**src/rtl/wrsi_pkg.sv**
```systemverilog
// Shared types and constants for the Wilder RSI stream block.
// Used by wrsi_div, wrsi_dpath, wrsi_ctrl and wilder_rsi_stream; depends on nothing.
package wrsi_pkg;

  localparam int PRICE_BITS = 32;
  localparam int FRAC_BITS  = 16;
  localparam int AVG_W      = 48;
  localparam int WIN_W      = 8;
  localparam int RSI_W      = 14;
  localparam int MULB_W     = 14;
  localparam int PROD_W     = AVG_W + MULB_W;
  localparam int DIV_NUM_W  = 64;
  localparam int DIV_DEN_W  = AVG_W + 1;

  localparam logic [WIN_W-1:0] WIN_RESET  = 8'd14;
  localparam logic [WIN_W-1:0] WIN_MIN    = 8'd2;
  localparam logic [WIN_W-1:0] CNT_SEEDED = 8'hFF;
  localparam logic [RSI_W-1:0] RSI_FULL   = 14'd10000;
  localparam logic [AVG_W-1:0] AVG_MAX    = {AVG_W{1'b1}};

  // Which average an arithmetic step works on.
  typedef enum logic [1:0] {
    OP_GAIN = 2'b00,
    OP_LOSS = 2'b01,
    OP_RSI  = 2'b10
  } op_e;

  typedef struct packed {
    logic capture;   // latch the input beat
    logic eval;      // apply price change to state
    logic mul_en;    // register one product
    logic div_load;  // start the divider
    logic div_wb;    // write the quotient back
    logic set_full;  // result is 100 percent
    logic emit;      // load the output register
    op_e  op;
  } cmd_t;

  typedef struct packed {
    logic first;      // first price of a series
    logic no_result;  // still seeding, nothing to report
    logic loss_zero;
    logic out_free;
  } sts_t;

endpackage

```
**src/rtl/wilder_rsi_stream.sv**
```systemverilog
// Streaming RSI with Wilder smoothing: top level joining controller,
// datapath and shared divider. Depends on wrsi_pkg, wrsi_ctrl, wrsi_dpath, wrsi_div.
//
// Usage:
//   Input channel (in_valid_i/in_ready_o) carries one price beat plus a
//   start_series flag. Output channel (out_valid_o/out_ready_i) carries one
//   RSI beat in hundredths of a percent. cfg_valid_i/cfg_ready_o writes the
//   window length; it is always ready and should only be written while idle.
//   A first price or a seeding change gives no result, and the next beat can
//   be taken once it has been applied to the state. A change that reports runs
//   three passes of the shared divider (gain, loss, ratio), each of one
//   multiply, one load, 64 one-bit divide steps and one write back. The next
//   input beat is taken only once its result has loaded the output register.
//   When the average loss is zero the ratio pass is skipped. One price beat
//   is in work at a time, so the divider sets the throughput.
//   Reset: window length returns to 14, the series is cleared, no result is
//   pending. Stall: a result waits in the output register while out_ready_i
//   is low; the next beat is still taken and worked up to the point where
//   its own result would load that register.
module wilder_rsi_stream (
  input  logic                            clk_i,
  input  logic                            rst_ni,
  input  logic                            in_valid_i,
  output logic                            in_ready_o,
  input  logic [wrsi_pkg::PRICE_BITS-1:0] price_i,
  input  logic                            start_series_i,
  output logic                            out_valid_o,
  input  logic                            out_ready_i,
  output logic [wrsi_pkg::RSI_W-1:0]      rsi_value_o,
  input  logic                            cfg_valid_i,
  output logic                            cfg_ready_o,
  input  logic [wrsi_pkg::WIN_W-1:0]      window_length_i
);

  wrsi_pkg::cmd_t                   cmd;
  wrsi_pkg::sts_t                   sts;
  logic [wrsi_pkg::DIV_NUM_W-1:0]   div_num;
  logic [wrsi_pkg::DIV_DEN_W-1:0]   div_den;
  logic [wrsi_pkg::DIV_NUM_W-1:0]   div_quot;
  logic                             div_done;

  // Window writes are registered directly; never back-pressure.
  assign cfg_ready_o = 1'b1;

  wrsi_ctrl u_ctrl (
    .clk_i      (clk_i),
    .rst_ni     (rst_ni),
    .in_valid_i (in_valid_i),
    .div_done_i (div_done),
    .sts_i      (sts),
    .in_ready_o (in_ready_o),
    .cmd_o      (cmd)
  );

  wrsi_dpath u_dpath (
    .clk_i           (clk_i),
    .rst_ni          (rst_ni),
    .cmd_i           (cmd),
    .price_i         (price_i),
    .start_series_i  (start_series_i),
    .cfg_we_i        (cfg_valid_i),
    .window_length_i (window_length_i),
    .out_ready_i     (out_ready_i),
    .quot_i          (div_quot),
    .num_o           (div_num),
    .den_o           (div_den),
    .sts_o           (sts),
    .out_valid_o     (out_valid_o),
    .rsi_value_o     (rsi_value_o)
  );

  // Shared by the gain, loss and ratio divisions.
  wrsi_div u_div (
    .clk_i   (clk_i),
    .rst_ni  (rst_ni),
    .start_i (cmd.div_load),
    .num_i   (div_num),
    .den_i   (div_den),
    .quot_o  (div_quot),
    .done_o  (div_done)
  );

endmodule

```
**src/rtl/wrsi_div.sv**
```systemverilog
// Shared restoring divider, one quotient bit per cycle.
// Depends on wrsi_pkg for operand widths.
module wrsi_div (
  input  logic                           clk_i,
  input  logic                           rst_ni,
  input  logic                           start_i,
  input  logic [wrsi_pkg::DIV_NUM_W-1:0] num_i,
  input  logic [wrsi_pkg::DIV_DEN_W-1:0] den_i,
  output logic [wrsi_pkg::DIV_NUM_W-1:0] quot_o,
  output logic                           done_o
);

  localparam int NW   = wrsi_pkg::DIV_NUM_W;
  localparam int DW   = wrsi_pkg::DIV_DEN_W;
  localparam int CW   = $clog2(NW);
  localparam logic [CW-1:0] LAST = CW'(NW - 1);

  logic          busy_q, busy_d;
  logic          done_q, done_d;
  logic [CW-1:0] cnt_q, cnt_d;
  logic [DW:0]   rem_q, rem_d;
  logic [NW-1:0] quo_q, quo_d;
  logic [DW-1:0] den_q, den_d;
  logic [DW:0]   trial;
  logic          fits;

  assign trial = {rem_q[DW-1:0], quo_q[NW-1]};
  assign fits  = trial >= {1'b0, den_q};

  always_comb begin
    busy_d = busy_q;
    done_d = 1'b0;
    cnt_d  = cnt_q;
    rem_d  = rem_q;
    quo_d  = quo_q;
    den_d  = den_q;
    if (start_i) begin
      busy_d = 1'b1;
      cnt_d  = '0;
      rem_d  = '0;
      quo_d  = num_i;
      den_d  = den_i;
    end else if (busy_q) begin
      rem_d = fits ? (trial - {1'b0, den_q}) : trial;
      quo_d = {quo_q[NW-2:0], fits};
      cnt_d = cnt_q + CW'(1);
      if (cnt_q == LAST) begin
        busy_d = 1'b0;
        done_d = 1'b1;
      end
    end
  end

  always_ff @(posedge clk_i or negedge rst_ni) begin
    if (!rst_ni) begin
      busy_q <= 1'b0;
      done_q <= 1'b0;
      cnt_q  <= '0;
    end else begin
      busy_q <= busy_d;
      done_q <= done_d;
      cnt_q  <= cnt_d;
    end
  end

  always_ff @(posedge clk_i) begin
    rem_q <= rem_d;
    quo_q <= quo_d;
    den_q <= den_d;
  end

  assign quot_o = quo_q;
  assign done_o = done_q;

endmodule

```
**src/rtl/wrsi_dpath.sv**
```systemverilog
// Datapath: series state, window register, shared multiplier, operand muxes
// for the divider and the output register. Depends on wrsi_pkg.
module wrsi_dpath (
  input  logic                              clk_i,
  input  logic                              rst_ni,
  input  wrsi_pkg::cmd_t                    cmd_i,
  input  logic [wrsi_pkg::PRICE_BITS-1:0]   price_i,
  input  logic                              start_series_i,
  input  logic                              cfg_we_i,
  input  logic [wrsi_pkg::WIN_W-1:0]        window_length_i,
  input  logic                              out_ready_i,
  input  logic [wrsi_pkg::DIV_NUM_W-1:0]    quot_i,
  output logic [wrsi_pkg::DIV_NUM_W-1:0]    num_o,
  output logic [wrsi_pkg::DIV_DEN_W-1:0]    den_o,
  output wrsi_pkg::sts_t                    sts_o,
  output logic                              out_valid_o,
  output logic [wrsi_pkg::RSI_W-1:0]        rsi_value_o
);

  localparam int PW = wrsi_pkg::PRICE_BITS;
  localparam int AW = wrsi_pkg::AVG_W;
  localparam int WW = wrsi_pkg::WIN_W;
  localparam int NW = wrsi_pkg::DIV_NUM_W;
  localparam int DW = wrsi_pkg::DIV_DEN_W;
  localparam int RW = wrsi_pkg::RSI_W;
  localparam int BW = wrsi_pkg::MULB_W;
  localparam int QW = wrsi_pkg::PROD_W;

  logic [WW-1:0] win_q;
  logic [PW-1:0] prev_q;
  logic          have_prev_q;
  logic [WW-1:0] cnt_q;
  logic [AW-1:0] avg_g_q, avg_l_q;
  logic          seed_q;
  logic          out_valid_q;

  logic [PW-1:0] price_q;
  logic          start_q;
  logic [PW-1:0] gain_q, loss_q;
  logic [QW-1:0] prod_q;
  logic [RW-1:0] res_q;
  logic [RW-1:0] rsi_q;

  logic [WW-1:0] n_eff, n_m1;
  logic [WW:0]   cnt_inc;
  logic          first, seeded, seed_end;
  logic [PW-1:0] gain, loss;
  logic [AW:0]   sum_g, sum_l;
  logic [AW-1:0] mul_a, quot_sat;
  logic [BW-1:0] mul_b;
  logic [QW-1:0] mul_p;

  assign n_eff    = (win_q < wrsi_pkg::WIN_MIN) ? wrsi_pkg::WIN_MIN : win_q;
  assign n_m1     = n_eff - WW'(1);
  assign cnt_inc  = {1'b0, cnt_q} + (WW+1)'(1);
  assign first    = start_q || !have_prev_q;
  assign seeded   = cnt_q == wrsi_pkg::CNT_SEEDED;
  assign seed_end = cnt_inc >= {1'b0, n_eff};

  assign gain  = (price_q >= prev_q) ? (price_q - prev_q) : '0;
  assign loss  = (price_q >= prev_q) ? '0 : (prev_q - price_q);
  assign sum_g = {1'b0, avg_g_q} + (AW+1)'(gain);
  assign sum_l = {1'b0, avg_l_q} + (AW+1)'(loss);

  assign mul_a = (cmd_i.op == wrsi_pkg::OP_LOSS) ? avg_l_q : avg_g_q;
  assign mul_b = (cmd_i.op == wrsi_pkg::OP_RSI) ? wrsi_pkg::RSI_FULL : BW'(n_m1);
  assign mul_p = mul_a * mul_b;

  // Seed quotients can overflow the average width; clamp.
  assign quot_sat = (|quot_i[NW-1:AW]) ? wrsi_pkg::AVG_MAX : quot_i[AW-1:0];

  always_comb begin
    case (cmd_i.op)
      wrsi_pkg::OP_GAIN: begin
        num_o = seed_q ? (NW'(avg_g_q) << wrsi_pkg::FRAC_BITS)
                       : (NW'(prod_q) + (NW'(gain_q) << wrsi_pkg::FRAC_BITS));
        den_o = DW'(n_eff);
      end
      wrsi_pkg::OP_LOSS: begin
        num_o = seed_q ? (NW'(avg_l_q) << wrsi_pkg::FRAC_BITS)
                       : (NW'(prod_q) + (NW'(loss_q) << wrsi_pkg::FRAC_BITS));
        den_o = DW'(n_eff);
      end
      wrsi_pkg::OP_RSI: begin
        num_o = NW'(prod_q);
        den_o = {1'b0, avg_g_q} + {1'b0, avg_l_q};
      end
      default: begin
        num_o = '0;
        den_o = DW'(n_eff);
      end
    endcase
  end

  assign sts_o.first     = first;
  assign sts_o.no_result = !first && !seeded && !seed_end;
  assign sts_o.loss_zero = avg_l_q == '0;
  assign sts_o.out_free  = !out_valid_q || out_ready_i;

  always_ff @(posedge clk_i or negedge rst_ni) begin
    if (!rst_ni) begin
      win_q       <= wrsi_pkg::WIN_RESET;
      prev_q      <= '0;
      have_prev_q <= 1'b0;
      cnt_q       <= '0;
      avg_g_q     <= '0;
      avg_l_q     <= '0;
      seed_q      <= 1'b0;
      out_valid_q <= 1'b0;
    end else begin
      if (cfg_we_i) begin
        win_q <= window_length_i;
      end
      if (cmd_i.eval) begin
        prev_q      <= price_q;
        have_prev_q <= 1'b1;
        if (first) begin
          cnt_q   <= '0;
          avg_g_q <= '0;
          avg_l_q <= '0;
        end else if (!seeded) begin
          avg_g_q <= sum_g[AW] ? wrsi_pkg::AVG_MAX : sum_g[AW-1:0];
          avg_l_q <= sum_l[AW] ? wrsi_pkg::AVG_MAX : sum_l[AW-1:0];
          cnt_q   <= seed_end ? wrsi_pkg::CNT_SEEDED : cnt_inc[WW-1:0];
        end
        seed_q <= !seeded;
      end
      if (cmd_i.div_wb) begin
        if (cmd_i.op == wrsi_pkg::OP_GAIN) begin
          avg_g_q <= quot_sat;
        end
        if (cmd_i.op == wrsi_pkg::OP_LOSS) begin
          avg_l_q <= quot_sat;
        end
      end
      if (cmd_i.emit) begin
        out_valid_q <= 1'b1;
      end else if (out_ready_i) begin
        out_valid_q <= 1'b0;
      end
    end
  end

  // Beat, change and product registers; the new result waits in res_q until the output register is free.
  always_ff @(posedge clk_i) begin
    if (cmd_i.capture) begin
      price_q <= price_i;
      start_q <= start_series_i;
    end
    if (cmd_i.eval) begin
      gain_q <= gain;
      loss_q <= loss;
    end
    if (cmd_i.mul_en) begin
      prod_q <= mul_p;
    end
    if (cmd_i.div_wb && cmd_i.op == wrsi_pkg::OP_RSI) begin
      res_q <= quot_i[RW-1:0];
    end else if (cmd_i.set_full) begin
      res_q <= wrsi_pkg::RSI_FULL;
    end
    if (cmd_i.emit) begin
      rsi_q <= res_q;
    end
  end

  assign out_valid_o = out_valid_q;
  assign rsi_value_o = rsi_q;

endmodule

```
**src/rtl/wrsi_ctrl.sv**
```systemverilog
// Controller: sequences capture, update, up to three multiply/divide passes
// and the output load. Depends on wrsi_pkg.
module wrsi_ctrl (
  input  logic           clk_i,
  input  logic           rst_ni,
  input  logic           in_valid_i,
  input  logic           div_done_i,
  input  wrsi_pkg::sts_t sts_i,
  output logic           in_ready_o,
  output wrsi_pkg::cmd_t cmd_o
);

  typedef enum logic [11:0] {
    S_IDLE   = 12'b0000_0000_0001,
    S_EVAL   = 12'b0000_0000_0010,
    S_MUL_G  = 12'b0000_0000_0100,
    S_LOAD_G = 12'b0000_0000_1000,
    S_DIV_G  = 12'b0000_0001_0000,
    S_MUL_L  = 12'b0000_0010_0000,
    S_LOAD_L = 12'b0000_0100_0000,
    S_DIV_L  = 12'b0000_1000_0000,
    S_MUL_R  = 12'b0001_0000_0000,
    S_LOAD_R = 12'b0010_0000_0000,
    S_DIV_R  = 12'b0100_0000_0000,
    S_EMIT   = 12'b1000_0000_0000
  } state_e;

  state_e state_q, state_d;

  assign in_ready_o = state_q == S_IDLE;

  always_comb begin
    state_d = state_q;
    cmd_o   = '0;
    cmd_o.op = wrsi_pkg::OP_GAIN;
    case (state_q)
      S_IDLE: begin
        if (in_valid_i) begin
          cmd_o.capture = 1'b1;
          state_d = S_EVAL;
        end
      end
      S_EVAL: begin
        cmd_o.eval = 1'b1;
        if (sts_i.first || sts_i.no_result) begin
          state_d = S_IDLE;
        end else begin
          state_d = S_MUL_G;
        end
      end
      S_MUL_G: begin
        cmd_o.mul_en = 1'b1;
        state_d = S_LOAD_G;
      end
      S_LOAD_G: begin
        cmd_o.div_load = 1'b1;
        state_d = S_DIV_G;
      end
      S_DIV_G: begin
        if (div_done_i) begin
          cmd_o.div_wb = 1'b1;
          state_d = S_MUL_L;
        end
      end
      S_MUL_L: begin
        cmd_o.op = wrsi_pkg::OP_LOSS;
        cmd_o.mul_en = 1'b1;
        state_d = S_LOAD_L;
      end
      S_LOAD_L: begin
        cmd_o.op = wrsi_pkg::OP_LOSS;
        cmd_o.div_load = 1'b1;
        state_d = S_DIV_L;
      end
      S_DIV_L: begin
        cmd_o.op = wrsi_pkg::OP_LOSS;
        if (div_done_i) begin
          cmd_o.div_wb = 1'b1;
          state_d = S_MUL_R;
        end
      end
      S_MUL_R: begin
        cmd_o.op = wrsi_pkg::OP_RSI;
        cmd_o.mul_en = 1'b1;
        if (sts_i.loss_zero) begin
          cmd_o.set_full = 1'b1;
          state_d = S_EMIT;
        end else begin
          state_d = S_LOAD_R;
        end
      end
      S_LOAD_R: begin
        cmd_o.op = wrsi_pkg::OP_RSI;
        cmd_o.div_load = 1'b1;
        state_d = S_DIV_R;
      end
      S_DIV_R: begin
        cmd_o.op = wrsi_pkg::OP_RSI;
        if (div_done_i) begin
          cmd_o.div_wb = 1'b1;
          state_d = S_EMIT;
        end
      end
      S_EMIT: begin
        if (sts_i.out_free) begin
          cmd_o.emit = 1'b1;
          state_d = S_IDLE;
        end
      end
      default: begin
        state_d = S_IDLE;
      end
    endcase
  end

  always_ff @(posedge clk_i or negedge rst_ni) begin
    if (!rst_ni) begin
      state_q <= S_IDLE;
    end else begin
      state_q <= state_d;
    end
  end

endmodule

```
**config.mk**
```make
export PLATFORM = sky130hd
export DESIGN_NAME = wilder_rsi_stream
export DESIGN_NICKNAME = d
export VERILOG_FILES = /design/src/rtl/wrsi_pkg.sv /design/src/rtl/wilder_rsi_stream.sv /design/src/rtl/wrsi_div.sv /design/src/rtl/wrsi_dpath.sv /design/src/rtl/wrsi_ctrl.sv
export SDC_FILE = /design/constraint.sdc
export NUM_CORES = 2
export LEC_CHECK = 0
export ABC_CLOCK_PERIOD_IN_PS = 11600
export BUFFER_PORTS_ARGS = -buffer_cell sky130_fd_sc_hd__buf_2
export CAP_MARGIN = 20
export CORE_UTILIZATION = 40
export DETAILED_ROUTE_END_ITERATION = 8
export PLACE_DENSITY_LB_ADDON = 0.25
export SYNTH_ARGS = -nofsm -noshare
export SYNTH_HDL_FRONTEND = slang
export SYNTH_HIERARCHICAL = 1
export SYNTH_SLANG_ARGS = --single-unit
```
**constraint.sdc**
```tcl
create_clock -name clk_i -period 11.6 [get_ports clk_i]
set_input_delay 1.16 -clock clk_i [delete_from_list [all_inputs] [get_ports clk_i]]
set_output_delay 1.16 -clock clk_i [all_outputs]
set_load 0.01 [all_outputs]
```
==> flow_summary.json <==
{
  "dr.first_iter.drc_count": 4792,
  "clkLatencyLatePin_ns": 0.70,
  "die_y_um": 382,
  "synth.area.top_cells": "fa_1, edfxtp_1, ha_1",
  "finalCriticalPeriod_ns": 9.95,
  "yosysTopAreaCellShare": 0.161,
  "ios": 63,
  "postCtsResizedCells": 0,
  "path_max_fanout": 39,
  "synth.largest_area_cell": "fa_1",
  "cts.sinks": 516,
  "run_status": "finished clean",
  "syn-num-nets": 7568,
  "syn_avg_cell_area_um2": 8.75,
  "slew_headroom": 0.238,
  "synth_area_um2": 57700,
  "cp.required_ns": 12.03,
  "irDropWorstVdd_mv": 0.188,
  "place.gp.congestion": 0.960,
  "core-area_um2": 143000,
  "yosys_warnings": 6,
  "seq_area_um2": 14200,
  "cts_buffers": 67,
  "end_kind": "register",
  "dr.pass1.iters": 6,
  "setup_viol": 0,
  "drv_cap": 0,
  "fillerInstances": 14200,
  "power_density_nw_per_um2": 231,
  "htree_levels": 3,
  "finClkSkew_ns": 0.0436,
  "period_share": 0.858,
  "finalSetupTns_ns": 0,
  "rsz0062_at_grt": "no",
  "grt_pass1_wl_um": 304000,
  "multi_input_area_um2": 39700,
  "ant_nets": 0,
  "remaining_drc_errors": 0,
  "dpl.hpwl_um": 158000,
  "drt-vias-per-instance": 5.80,
  "crit_path_top_delay_cell": "or2_2",
  "antenna_found_initial": 10,
  "num_rows": 139,
  "syn_inst": 6596,
  "max_freq_ghz": 0.100,
  "crit_buf_inv": 8,
  "critical_path.startpoint_type": "register",
  "postCtsHoldBufs": 0,
  "worst_hold_path_type": "input pin to async pin",
  "synth.distinct_cells": 106,
  "critPathTopFamily": "adder cells",
  "fin_nets": 7474,
  "num_vias": 49100,
  "grt_max_degree": 162,
  "cts.clk_slew.worst_paths_ns": 0.07,
  "final_cell_area_um2": 62100,
  "worst_pin_slew_ns": 1.14,
  "synth_seq_cells": 516,
  "clk_path_buf_depth": 3,
  "routedWlPerCell_um": 23.8,
  "p_leak_nw": 28.5,
  "critical_path_class": "register to register",
  "syn2layout_area_growth_pct": 7.65,
  "yosysMostFrequentCell": "inv_1",
  "postCtsSetupBuffers": 0,
  "postPlaceCellArea_um2": 59900,
  "die_w_um": 382,
  "drv_slew": 0,
  "grt_overflow_total": 0,
  "synthArstFlopShare": 0.324,
  "drive_gt1_frac": 0.0670,
  "dieArea_um2": 146000,
  "wirelength_um": 202000,
  "synth_common_cells": "inv_1, nand2_1, nor2_1",
  "cts_tree": "built",
  "synth_edf_count": 300,
  "yosysSeqAreaShare": 0.246,
  "grt_usage": 0.274,
  "synth_flop_cell": "edfxtp_1",
  "cp.arrival_ns": 10.38,
  "numPortBuffers": 61,
  "cp_slowest_stage_delay_ns": 0.74,
  "hold_violations": 0,
  "cts-root-buf": "clkbuf_16",
  "initial_core_util": 0.403,
  "grt_pass1_vias": 48700
}
## stage by stage
stage | worst slack (ns) | std cells | total power [mW] | utilization | hold WS [ns]
finish | 1.65 | 8460 | 14.4 | 0.434 | 0.385
global route | 1.04 | 8458 | 15.5 | 0.433 | 0.381
CTS | 1.69 | 8457 | 14.3 | 0.433 | 0.354
detailed placement | 1.71 | 8335 | 12.0 | 0.418 | 0.405
global placement | 1.72 | 8334 | 12.0 | 0.418 | 0.403
floorplan | 2.70 | 6596 | 9.38 | - | 0.400
## area by class of cell
class / instances / share of cell area
diodes: 2 / 0.0000806
clock buffers: 91 / 0.0294
clock inverters: 31 / 0.00626
inverters: 708 / 0.0428
multi-input cells: 5071 / 0.640
flip-flops and latches: 516 / 0.228
well taps: 1903 / 0.0383
repair buffers: 138 / 0.0152
## state kept, by name, indices dropped and copies added, names as in the netlist, 6 cells and up
| signal | flops |
|---|---|
| u_dpath/prod_q | 62 |
| u_div/cnt_q | 6 |
| u_dpath/avg_g_q | 48 |
| u_div/quot_o | 64 |
| u_div/rem_q | 49 |
| u_ctrl/state_q | 12 |
| u_div/den_q | 49 |
| u_dpath/cnt_q | 8 |
| u_dpath/gain_q | 32 |
| u_dpath/rsi_value_o | 14 |
| u_dpath/win_q | 8 |
| u_dpath/prev_q | 32 |
| u_dpath/loss_q | 32 |
| u_dpath/res_q | 14 |
| u_dpath/price_q | 32 |
| u_dpath/avg_l_q | 48 |
## power breakdown
part	internal, mW	switching (mW)
registers	2.57	0.689
logic	3.32	5.64
clock network	1.27	0.896
## layout by cell type, fill, tap and decap left out, types with 68 or more instances in the layout
cell type | synthesis | routed
xor2_1 | 144 | 144
xnor2_1 | 185 | 184
nand2_1 | 683 | 681
nor2_1 | 583 | 574
mux2_2 | 78 | 78
dfrtp_1 | 163 | 161
and2_1 | 90 | 89
nand4_1 | 73 | 73
ha_1 | 462 | 462
clkbuf_16 | 0 | 68
fa_1 | 464 | 464
a21o_1 | 240 | 240
edfxtp_1 | 300 | 300
mux2i_1 | 82 | 82
nor3_1 | 138 | 137
nand3_1 | 113 | 113
buf_4 | 6 | 72
o21ai_0 | 318 | 318
inv_1 | 706 | 705
a21oi_1 | 543 | 543
## cells by family after synthesis
| kind of cell | after synthesis | synth area share |
|---|---|---|
| multiplexers | 177 | 0.0353 |
| AO/OA/AOI/OAI | 1644 | 0.181 |
| adder cells (fa/ha/maj) | 926 | 0.261 |
| flip-flops | 516 | 0.246 |
| XOR/XNOR | 329 | 0.0499 |
| buffers and inverters | 1009 | 0.0675 |
| AND/OR/NAND/NOR | 1994 | 0.160 |
| other | 1 | 0.0000650 |
## worst paths after layout
kind                                           startpoint                          endpoint  slack [ns]  cells after the start
setup / recovery            u_ctrl/state_q[4]$_DFFE_PN0P_      u_dpath/prod_q[60]$_DFFE_PP_        1.65                     32
hold / removal                                     rst_ni     u_dpath/avg_l_q[26]$_DFF_PN0_        0.38                      1
setup reg to reg            u_ctrl/state_q[4]$_DFFE_PN0P_      u_dpath/prod_q[60]$_DFFE_PP_        1.65                     32
hold reg to reg            u_dpath/res_q[9]$_SDFFCE_PN1P_  u_dpath/rsi_value_o[9]$_DFFE_PP_        0.42                      0
max in group asynchronous                          rst_ni            u_div/busy_q$_DFF_PN0_        9.20                      3
min in group clk_i         u_dpath/res_q[9]$_SDFFCE_PN1P_  u_dpath/rsi_value_o[9]$_DFFE_PP_        0.42                      0
## metal layers
metal	wire [µm]	track usage	vias to the layer above
li1	-	-	22600
met1	86000	0.370	24000
met2	87700	0.420	2109
met3	18200	0.0594	406
met4	9760	0.119	2
met5	13	0	-
Note: power is estimated with default switching activity, not from simulation.
